==> config.mk <==
export PLATFORM = sky130hd
export DESIGN_NAME = lexeme_token_classifier
export DESIGN_NICKNAME = d
export VERILOG_FILES = /design/src/hw/rtl/ltc_pkg.sv /design/src/hw/rtl/lexeme_token_classifier.sv /design/src/hw/rtl/ltc_front.sv /design/src/hw/rtl/ltc_queue.sv /design/src/hw/rtl/ltc_back.sv
export VERILOG_INCLUDE_DIRS = /design/src /design/src/hw/rtl
export SDC_FILE = /design/constraint.sdc
export NUM_CORES = 1
export LEC_CHECK = 0
export BUFFER_PORTS_ARGS = -buffer_cell sky130_fd_sc_hd__buf_2
export CAP_MARGIN = 10
export CORE_MARGIN = 3
export CORE_UTILIZATION = 30
export DETAILED_ROUTE_END_ITERATION = 12
export GPL_ROUTABILITY_DRIVEN = 0
export PLACE_DENSITY_LB_ADDON = 0.08
export SYNTH_ARGS = -nofsm -noshare
export SYNTH_HDL_FRONTEND = slang
export SYNTH_SLANG_ARGS = --single-unit
export TNS_END_PERCENT = 20
==> constraint.sdc <==
create_clock -name clk -period 4.2 [get_ports clk]
set_input_delay 0.63 -clock clk [delete_from_list [all_inputs] [get_ports clk]]
set_output_delay 0.63 -clock clk [all_outputs]
set_load 0.01 [all_outputs]
==> src/hw/rtl/lexeme_token_classifier_defines.svh <==
// Assertion macros shared by the lexeme classifier RTL.
// Needs a clock named clk and an active-low reset named rst_n in scope.
`ifndef LEXEME_TOKEN_CLASSIFIER_DEFINES_SVH
`define LEXEME_TOKEN_CLASSIFIER_DEFINES_SVH

// Same-cycle implication, checked outside reset.
`define LTC_ASSERT_NOW(lbl, ante, cons, msg) \
    lbl: assert property (@(posedge clk) disable iff (!rst_n) (ante) |-> (cons)) \
        else $error(msg);

// Next-cycle implication, checked outside reset.
`define LTC_ASSERT_NEXT(lbl, ante, cons, msg) \
    lbl: assert property (@(posedge clk) disable iff (!rst_n) (ante) |=> (cons)) \
        else $error(msg);

`endif

==> src/hw/rtl/ltc_pkg.sv <==
// Shared types, class codes and keyword table for the lexeme classifier.
// No dependencies.
package ltc_pkg;

    localparam int TABLE_SIZE = 20;

    typedef logic [4:0]            token_class_t;
    typedef logic [TABLE_SIZE-1:0] kw_vec_t;
    typedef logic [2:0]            pos_t;

    localparam token_class_t CLASS_LITERAL    = 5'd20;
    localparam token_class_t CLASS_NUMBER     = 5'd21;
    localparam token_class_t CLASS_IDENTIFIER = 5'd22;
    localparam token_class_t CLASS_INVALID    = 5'd23;

    localparam logic [7:0] QUOTE_BYTE = 8'h22;

    // Keyword and operator spellings, padded with zero to eight bytes.
    localparam logic [7:0] KW_TEXT [TABLE_SIZE][8] = '{
        '{"i", "f", 8'h00, 8'h00, 8'h00, 8'h00, 8'h00, 8'h00},
        '{"w", "h", "i", "l", "e", 8'h00, 8'h00, 8'h00},
        '{"i", "n", "t", 8'h00, 8'h00, 8'h00, 8'h00, 8'h00},
        '{"r", "e", "t", "u", "r", "n", 8'h00, 8'h00},
        '{"+", 8'h00, 8'h00, 8'h00, 8'h00, 8'h00, 8'h00, 8'h00},
        '{"-", 8'h00, 8'h00, 8'h00, 8'h00, 8'h00, 8'h00, 8'h00},
        '{"*", 8'h00, 8'h00, 8'h00, 8'h00, 8'h00, 8'h00, 8'h00},
        '{"/", 8'h00, 8'h00, 8'h00, 8'h00, 8'h00, 8'h00, 8'h00},
        '{">", 8'h00, 8'h00, 8'h00, 8'h00, 8'h00, 8'h00, 8'h00},
        '{"&", "&", 8'h00, 8'h00, 8'h00, 8'h00, 8'h00, 8'h00},
        '{"|", "|", 8'h00, 8'h00, 8'h00, 8'h00, 8'h00, 8'h00},
        '{"=", 8'h00, 8'h00, 8'h00, 8'h00, 8'h00, 8'h00, 8'h00},
        '{"=", "=", 8'h00, 8'h00, 8'h00, 8'h00, 8'h00, 8'h00},
        '{"!", "=", 8'h00, 8'h00, 8'h00, 8'h00, 8'h00, 8'h00},
        '{"!", 8'h00, 8'h00, 8'h00, 8'h00, 8'h00, 8'h00, 8'h00},
        '{"(", 8'h00, 8'h00, 8'h00, 8'h00, 8'h00, 8'h00, 8'h00},
        '{")", 8'h00, 8'h00, 8'h00, 8'h00, 8'h00, 8'h00, 8'h00},
        '{"{", 8'h00, 8'h00, 8'h00, 8'h00, 8'h00, 8'h00, 8'h00},
        '{"}", 8'h00, 8'h00, 8'h00, 8'h00, 8'h00, 8'h00, 8'h00},
        '{";", 8'h00, 8'h00, 8'h00, 8'h00, 8'h00, 8'h00, 8'h00}
    };

    localparam logic [2:0] KW_LEN [TABLE_SIZE] = '{
        3'd2, 3'd5, 3'd3, 3'd6, 3'd1, 3'd1, 3'd1, 3'd1, 3'd1, 3'd2,
        3'd2, 3'd1, 3'd2, 3'd2, 3'd1, 3'd1, 3'd1, 3'd1, 3'd1, 3'd1
    };

    // Summary of one finished lexeme, handed from front to back.
    typedef struct packed {
        logic    quoted;     // first byte was a double quote
        logic    end_quote;  // last byte was a double quote
        logic    valid;      // every byte allowed
        logic    digits;     // every byte a digit
        kw_vec_t hit;        // table entries matched at exact length
    } ltc_rec_t;

endpackage

==> src/hw/rtl/lexeme_token_classifier.sv <==
// Top level of the lexeme token classifier.
// Depends on ltc_pkg, ltc_front, ltc_queue and ltc_back.
//
// Takes a lexeme one byte per beat (is_last on its final byte) and returns one
// token class per lexeme: keywords if/while/int/return and sixteen operators
// as 0 to 19 in table order, then literal (20), number (21), identifier (22)
// and invalid (23). A lexeme opening with a double quote is a literal when its
// last byte is also a double quote (a lone quote byte counts), and its inner
// bytes go unchecked. Input runs at one byte per clock while full is low, with
// no gap needed between lexemes. The front keeps the running scan state and,
// on the last byte, writes a short summary into a small queue (QUEUE_DEPTH
// entries); the back turns the oldest summary into a class and holds it in an
// output register. A class reaches the result side through the queue and then
// the output register. full rises only when the queue and the output register
// all hold lexemes that nobody has popped, so input stalls come only from a
// stalled result side.
module lexeme_token_classifier
    import ltc_pkg::*;
#(
    parameter int QUEUE_DEPTH = 2
)
(
    input  logic         clk,
    input  logic         rst_n,
    input  logic         push,
    output logic         full,
    input  logic [7:0]   char_in,
    input  logic         is_last,
    output logic         empty,
    input  logic         pop,
    output token_class_t token_class
);

    logic     accept;
    logic     rec_valid;
    ltc_rec_t rec;
    logic     q_full;
    logic     q_not_empty;
    ltc_rec_t q_data;
    logic     q_take;
    logic     out_valid;

    // Beats are taken whenever the queue has room, last byte or not.
    assign accept = push && !q_full;
    assign full   = q_full;
    assign empty  = !out_valid;

    ltc_front u_front (
        .clk       (clk),
        .rst_n     (rst_n),
        .accept    (accept),
        .char_in   (char_in),
        .is_last   (is_last),
        .rec_valid (rec_valid),
        .rec       (rec)
    );

    ltc_queue #(
        .DEPTH (QUEUE_DEPTH)
    ) u_queue (
        .clk       (clk),
        .rst_n     (rst_n),
        .wr        (rec_valid),
        .wr_data   (rec),
        .rd        (q_take),
        .full      (q_full),
        .not_empty (q_not_empty),
        .rd_data   (q_data)
    );

    ltc_back u_back (
        .clk         (clk),
        .rst_n       (rst_n),
        .in_valid    (q_not_empty),
        .in_rec      (q_data),
        .in_take     (q_take),
        .pop         (pop),
        .out_valid   (out_valid),
        .token_class (token_class)
    );

endmodule

==> src/hw/rtl/ltc_front.sv <==
// Front end: per-byte scan state and lexeme summary on the last byte.
// Depends on ltc_pkg.
module ltc_front
    import ltc_pkg::*;
(
    input  logic       clk,
    input  logic       rst_n,
    input  logic       accept,
    input  logic [7:0] char_in,
    input  logic       is_last,
    output logic       rec_valid,
    output ltc_rec_t   rec
);

    pos_t    pos_reg;
    logic    quote_reg;
    logic    valid_reg;
    logic    digits_reg;
    kw_vec_t match_reg;

    logic    quoted;
    logic    byte_digit;
    logic    byte_allowed;
    kw_vec_t match;
    kw_vec_t hit;

    always_comb
    begin
        byte_digit = (char_in >= "0") && (char_in <= "9");
        byte_allowed = byte_digit
            || ((char_in >= "a") && (char_in <= "z"))
            || ((char_in >= "A") && (char_in <= "Z"));
        case (char_in)
            "(", ")", "{", "}", ",", ";", "=", "|",
            "&", "!", "+", "*", "\"", ">", "/", "-": byte_allowed = 1'b1;
            default: ;
        endcase
    end

    assign quoted = (pos_reg == 3'd0) ? (char_in == QUOTE_BYTE) : quote_reg;

    always_comb
    begin
        for (int k = 0; k < TABLE_SIZE; k++)
        begin
            match[k] = match_reg[k] && (pos_reg < KW_LEN[k])
                       && (KW_TEXT[k][pos_reg] == char_in);
            hit[k]   = match[k] && (({1'b0, pos_reg} + 4'd1) == {1'b0, KW_LEN[k]});
        end
    end

    assign rec_valid     = accept && is_last;
    assign rec.quoted    = quoted;
    assign rec.end_quote = (char_in == QUOTE_BYTE);
    assign rec.valid     = valid_reg && byte_allowed;
    assign rec.digits    = digits_reg && byte_digit;
    assign rec.hit       = hit;

    always_ff @(posedge clk or negedge rst_n)
    begin
        if (!rst_n)
        begin
            pos_reg    <= '0;
            quote_reg  <= 1'b0;
            valid_reg  <= 1'b1;
            digits_reg <= 1'b1;
            match_reg  <= '1;
        end
        else if (accept)
        begin
            if (is_last)
            begin
                pos_reg    <= '0;
                quote_reg  <= 1'b0;
                valid_reg  <= 1'b1;
                digits_reg <= 1'b1;
                match_reg  <= '1;
            end
            else
            begin
                pos_reg    <= (pos_reg == 3'd7) ? pos_reg : pos_reg + 3'd1;
                quote_reg  <= quoted;
                valid_reg  <= rec.valid;
                digits_reg <= rec.digits;
                match_reg  <= match;
            end
        end
    end

endmodule

==> src/hw/rtl/ltc_queue.sv <==
// Short queue of lexeme summaries between front and back.
// Depends on ltc_pkg and the assertion macro header.
`include "lexeme_token_classifier_defines.svh"
module ltc_queue
    import ltc_pkg::*;
#(
    parameter int DEPTH = 2
)
(
    input  logic     clk,
    input  logic     rst_n,
    input  logic     wr,
    input  ltc_rec_t wr_data,
    input  logic     rd,
    output logic     full,
    output logic     not_empty,
    output ltc_rec_t rd_data
);

    localparam int PTR_W = (DEPTH > 1) ? $clog2(DEPTH) : 1;
    localparam int CNT_W = $clog2(DEPTH + 1);

    ltc_rec_t           store_reg [DEPTH];
    logic [PTR_W-1:0]   wr_ptr_reg;
    logic [PTR_W-1:0]   rd_ptr_reg;
    logic [CNT_W-1:0]   count_reg;
    logic               do_wr;
    logic               do_rd;

    assign full      = (count_reg == CNT_W'(DEPTH));
    assign not_empty = (count_reg != '0);
    assign rd_data   = store_reg[rd_ptr_reg];
    assign do_wr     = wr && !full;
    assign do_rd     = rd && not_empty;

    always_ff @(posedge clk)
    begin
        if (do_wr)
            store_reg[wr_ptr_reg] <= wr_data;
    end

    always_ff @(posedge clk or negedge rst_n)
    begin
        if (!rst_n)
        begin
            wr_ptr_reg <= '0;
            rd_ptr_reg <= '0;
            count_reg  <= '0;
        end
        else
        begin
            if (do_wr)
                wr_ptr_reg <= (wr_ptr_reg == PTR_W'(DEPTH - 1)) ? '0
                              : wr_ptr_reg + PTR_W'(1);
            if (do_rd)
                rd_ptr_reg <= (rd_ptr_reg == PTR_W'(DEPTH - 1)) ? '0
                              : rd_ptr_reg + PTR_W'(1);
            if (do_wr && !do_rd)
                count_reg <= count_reg + CNT_W'(1);
            else if (do_rd && !do_wr)
                count_reg <= count_reg - CNT_W'(1);
        end
    end

    `LTC_ASSERT_NOW(a_count_bound, 1'b1, count_reg <= CNT_W'(DEPTH), "queue count overrun")
    `LTC_ASSERT_NEXT(a_rd_drops, do_rd && !do_wr, count_reg == $past(count_reg) - CNT_W'(1), "read lost")
    `LTC_ASSERT_NEXT(a_full_holds, full && !rd, full, "full queue drained without a read")

endmodule

==> src/hw/rtl/ltc_back.sv <==
// Back end: resolves a lexeme summary into a token class, output register.
// Depends on ltc_pkg.
module ltc_back
    import ltc_pkg::*;
(
    input  logic         clk,
    input  logic         rst_n,
    input  logic         in_valid,
    input  ltc_rec_t     in_rec,
    output logic         in_take,
    input  logic         pop,
    output logic         out_valid,
    output token_class_t token_class
);

    logic         out_valid_reg;
    token_class_t class_reg;
    token_class_t class_next;

    always_comb
    begin
        if (in_rec.quoted)
            class_next = in_rec.end_quote ? CLASS_LITERAL : CLASS_INVALID;
        else if (!in_rec.valid)
            class_next = CLASS_INVALID;
        else
        begin
            class_next = in_rec.digits ? CLASS_NUMBER : CLASS_IDENTIFIER;
            // lowest table index wins
            for (int k = TABLE_SIZE - 1; k >= 0; k--)
            begin
                if (in_rec.hit[k])
                    class_next = token_class_t'(k);
            end
        end
    end

    assign in_take     = in_valid && (!out_valid_reg || pop);
    assign out_valid   = out_valid_reg;
    assign token_class = class_reg;

    always_ff @(posedge clk)
    begin
        if (in_take)
            class_reg <= class_next;
    end

    always_ff @(posedge clk or negedge rst_n)
    begin
        if (!rst_n)
            out_valid_reg <= 1'b0;
        else if (in_take)
            out_valid_reg <= 1'b1;
        else if (pop)
            out_valid_reg <= 1'b0;
    end

endmodule
# Yosys cells after proc, flatten, opt, wreduce, memory -nomap -nowiden
# Memories as Yosys holds them, arrays and structs flattened.
# Index checks and enable logic that the tools add are counted.
[op_classes]
reduce_logical = 85
bitwise = 1
n_addsub = 6
magnitude_cmp = 12
eq_ne = 44
mux = 80
[op_table]
columns = ["cell", "n"]
rows = [
  ["$mux 8", 40],
  ["$eq 8x8->1", 20],
  ["$mux 5", 22],
  ["$eq 8x6->1 const B", 13],
  ["$logic_and 1x1->1", 72],
  ["$eq 8x7->1 const B", 3],
  ["$mux 20", 1],
  ["$ge 8x7->1 const B", 2],
  ["$le 8x7->1 const B", 2],
  ["$reduce_or 16->1", 1],
  ["$mux 1", 11],
  ["$eq 4x2->1 const B", 2],
  ["$eq 4x3->1 const B", 2],
  ["$ge 8x6->1 const B", 1],
  ["$le 8x6->1 const B", 1],
  ["$mux 2", 4],
  ["$lt 3x2->1 const B", 2],
  ["$lt 3x3->1 const B", 2],
  ["$mux 3", 2],
  ["$reduce_bool 2->1", 3],
  ["$add 3x1->4 const B", 1],
  ["$eq 4x1->1 const B", 1],
  ["$ge 4x4->1 const B", 1],
  ["$logic_not 1->1", 4],
  ["other kinds (12)", 15],
]
[totals]
inputBits = 13
memories = 21
reg_bits = 36
rom_bits = 1280
mem_bits_rw = 48
output_inout_bits = 7
wordCells = 259
[mem_list]
columns = ["memory", "words", "width", "read_ports", "rd_ports_with_merged_regs", "write_ports", "line_no", "text"]
rows = [
  ["(name not given)", 8, 8, 1, 0, 0, "ltc_front.sv:47", "&& (KW_TEXT[k][pos_reg] == char_in);"],
  ["(name not given)", 8, 8, 1, 0, 0, "ltc_front.sv:47", ""],
  ["(name not given)", 8, 8, 1, 0, 0, "ltc_front.sv:47", ""],
  ["(name not given)", 8, 8, 1, 0, 0, "ltc_front.sv:47", ""],
  ["(name not given)", 8, 8, 1, 0, 0, "ltc_front.sv:47", ""],
  ["(name not given)", 8, 8, 1, 0, 0, "ltc_front.sv:47", ""],
  ["+15 memories", "n/a", "n/a", "n/a", "n/a", "n/a", "n/a", ""],
]

# Longest topological paths before layout
# An unclocked memory read counts as a cell.
[depth]
depth_word = 24
mapped_depth = 10
ltp_nobuf = 8

# Hierarchy
# Synthesis repeated with hierarchy kept, for this count alone.
[unflattened]
hier_cells = 452
area_unflattened_um2 = 4838.4
[modules_own_cells]
columns = ["module", "cells_each", "n_inst", "area_per_inst_um2", "seq_area_each_um2"]
rows = [
  ["ltc_front", 302, 1, 2344.7, 678.2],
  ["ltc_queue", 94, 1, 2034.5, 1541.5],
  ["ltc_back", 54, 1, 441.7, 175.2],
  ["lexeme_token_classifier", 2, 1, 17.5, 0.0],
]

# Worst setup path after synthesis
# Ideal clock, no wire load.
[synth_timing]
kind = "input to register"
startpoint = "input port push"
endpoint = "memory u_queue.store_reg[0][0] (netlist name) (enable)"
slack_ns = 1.615
cell_stages = 4
t_arrival_ns = 2.180
setup_time_ns = 0.405
required_ns = 3.795
path_cell_list = "and2_1 clkbuf_1 nand2_1 nor2_1"
[synth_via]
elab_chain_len = 5
[synth_lines]
columns = ["element", "line_no", "text"]
rows = [
  ["from (decl)", "lexeme_token_classifier.sv:25", "input logic push,"],
  ["$logic_and 1x1->1", "lexeme_token_classifier.sv:44", "assign accept = push && !q_full;"],
  ["$logic_and 1x1->1", "ltc_front.sv:52", "assign rec_valid = accept && is_last;"],
  ["$logic_and 1x1->1", "ltc_queue.sv:33", "assign do_wr = wr && !full;"],
  ["$mux 1", "ltc_queue.sv:38", "if (do_wr)"],
  ["$mux 1 (not written as such)", "ltc_queue.sv:39", "store_reg[wr_ptr_reg] <= wr_data;"],
  ["to (decl)", "ltc_queue.sv:23", "ltc_rec_t store_reg [DEPTH];"],
]
# Every way passes these cells.

==> run metrics <==
placed insts=647; Top Family by Delay on Critical Path=simple AND/OR/NAND/NOR gates; Crit Path Max Fanout=13; met3 usage in global routing=3.462%; Wirelength per Cell=18.88 um; area taken by multi-input logic gates=~2000 um2; Area Overhead vs Synth=12.47%; Clock Latency Late Sink=0.35 ns; CP Data Required Time=4.29 ns; Avg Inst Size Synth=9.817 um2; total CTS buffers=9; Cell Rows=between 40 and 50; Worst-Margin Slew=0.7617 ns; Tightest Hold Check Type=in2async; reg2reg path depth=7; final setup margin=1.000 ns; ys async rst share=36.90%; startpoint types=flip-flop; sequential fraction of the synthesis area=52.24%; Max rail drop VDD=a little over 0.2 mV; pre-CTS setup slack=~1.1 ns; endpoints failing hold=0; commonest non-fill, non-tap cell in the layout=edfxtp_1; DRC violations left=0; internal power=2.055 mW; Final Skew=0.009876 ns; Mapped Area=4584 um2; design area=5156 um2; initial antenna violation count=0; Final Max Slew Viols=0; max reg flops=48; Critical R2R Launch=u_front.pos_reg[1]$_DFFE_PN0P_; Pleak=1.856 nW; GRT Total Usage=15.78%; critical path endpoint category=flip-flop; met1 usage=between 20 and 25%; RSZ-0062 raised after global routing=no; vias in the first global route=3454; placed cell area=between 4000 and 5000 um2; Max Freq=0.3125 GHz; CTS clk-pin slew, worst paths=0.07 ns; initial core utilization=31.07%; largest net degree at the start of global routing=42; most frequent cells in the layout=edfxtp_1, nor2_1, nand2_1, a21oi_1, o21ai_0; slew margin rel.=49.22%; critical path, cell by cell=inv_1, ha_1, nor2b_1, nand3_1, a21boi_0, nand3_1, nor3_1; Warnings, synthesis=0; drt first pass iters=7; crit path DAT=3.29 ns; # port buffers=19; number of diodes=0; GR peak layer=met2; grt met2 use=24.60%; power density over the cells=approximately 630 nW/um2; Reg2Reg Capture Point=u_queue.store_reg[0][8]$_DFFE_PP_; post-DR vias/cell=~5.4; Max Root-Sink Buffers=2; Layout fillers=~1.5k; CTS tree=done; reg2reg setup slack=1.00 ns; Resized Gates After CTS=0; Tmin final=3.200 ns; final WL=12520 um; sw frac=36.97%; Seq cells post-synth=84; ys flop type=edfxtp_1; core box area=between 10000 and 15000 um2; worst setup path startpoint=u_front.pos_reg[1]$_DFFE_PN0P_; die height=approximately 130 um; # hold bufs at CTS=0; crit path capture=u_queue.store_reg[0][8]$_DFFE_PP_; antenna-violating nets left=0; Setup TNS Final=0 ns; CTS root buf=clkbuf_16; CTS sink count=84; fin cells=663; # Max-Cap Violations=0; Post-CTS Setup Bufs=0; I/O pin count=20; ratio of cells with drive above 1 in the final layout=between 10% and 20%; Switching Power=1.206 mW; synth unique cells=between 60 and 70; fin crit share=76.19%; sequential power share=40.6%; die area=16800 um2; run status=completed; EDFF count, synth=53; clock share of power=25.9%; Reg area=2395 um2; Most Frequent Cell on Critical Path=nand3_1; critical path class=reg2reg; H-tree levels=3; fin nets=495; total number of vias=3589; gate count after technology mapping=467; slowest CP cell=a21boi_0; Mapped Nets=488; final core utilization=between 30% and 40%; dpl hpwl=9168 um; grt ovf=0; Worst Path Buf+Inv=1; first-pass GRT wire length=20070 um; number of DRC markers in iteration 0=258; WP depth=7; combinational cell fraction of total power=33.5%; Die W=129.6 um; Setup-failing EPs final=0; CP peak stage delay=0.56 ns
## logic make-up after synthesis
| logic type | Yosys count | share of synthesized area, % |
|---|---|---|
| xor+xnor | 13 | 2.484 |
| mux | 3 | 0.7096 |
| compound gates | 112 | 15.37 |
| fa+ha+maj | 8 | 2.183 |
| flops | 84 | 52.24 |
| buf+inv | 50 | 4.340 |
| simple gates | 197 | 22.68 |
## layer usage
metal / wire [um] / share of wire, % / vias to the layer above
li1: - / - / 1738
met1: 6070 / 49 / 1764
met2: 5815 / 46 / 72
met3: 413 / 3.3 / 15
met4: 215 / 1.7 / 0
met5: 0 / 0 / -
## worst register-to-register path, delay by kind of cell (launching register included)
| family | cells | cell delay [ns] |
|---|---|---|
| adders and majority gates | 1 | 0.47 |
| DFF | 1 | 0.52 |
| and+or+nand+nor | 4 | 1.19 |
| buffers and inverters | 1 | 0.22 |
| AOI/OAI and AO/OA | 1 | 0.56 |
## power groups by stage
| stage | logic, mW | registers, mW | clock network (mW) |
|---|---|---|---|
| finish | 1.09 | 1.32 | 0.843 |
| global route | 1.23 | 1.35 | 0.907 |
| CTS | 1.11 | 1.32 | 0.866 |
| detailed placement | 1.10 | 1.34 | 0 |
| global placement | 1.11 | 1.34 | 0 |
| floorplan | 0.849 | 1.28 | 0 |
## through the flow
| stage | hold slack (ns) | power, mW |
|---|---|---|
| final | 0.3411 | 3.261 |
| after global routing | 0.4048 | 3.488 |
| after CTS | 0.3837 | 3.294 |
| after detailed placement | 0.4728 | 2.440 |
| after global placement | 0.4700 | 2.445 |
| after floorplan | 0.3344 | 2.130 |
## Yosys cell counts, drive strengths merged (9+ instances only)
cell / n / share of area, %
edfxtp: 53 / 35
nor2: 46 / 3.8
nand2: 34 / 2.8
a21oi: 33 / 3.6
o21ai: 33 / 3.6
nor3: 26 / 2.8
clkbuf: 22 / 1.8
dfstp: 22 / 13
inv: 22 / 1.8
nand3: 13 / 1.4
and3: 12 / 1.6
nand2b: 11 / 1.5
dfrtp: 9 / 4.9
nor2b: 9 / 1.2
## cell type report
type | count | area share [%]
Clock buffer | 12 | 5.605
Sequential cell | 84 | 46.45
Multi-Input combinational cell | 333 | 38.66
Clock inverter | 4 | 0.6552
Tap cell | 184 | 4.465
Timing Repair Buffer | 24 | 2.572
Inverter | 22 | 1.602
## worst min path at each step
stage / start / end
6_report: rst_n / u_front.pos_reg[0]$_DFFE_PN0P_
5_1_grt: rst_n / u_front.pos_reg[1]$_DFFE_PN0P_
4_1_cts: rst_n / u_front.pos_reg[0]$_DFFE_PN0P_
3_5_place_dp: u_front.match_reg[14]$_DFFE_PN1P_ / u_front.match_reg[14]$_DFFE_PN1P_
3_3_place_gp: u_front.digits_reg$_DFFE_PN1P_ / u_front.digits_reg$_DFFE_PN1P_
2_1_floorplan: rst_n / u_back.out_valid$_DFFE_PN0P_
Power figures use the tool's default switching activity.
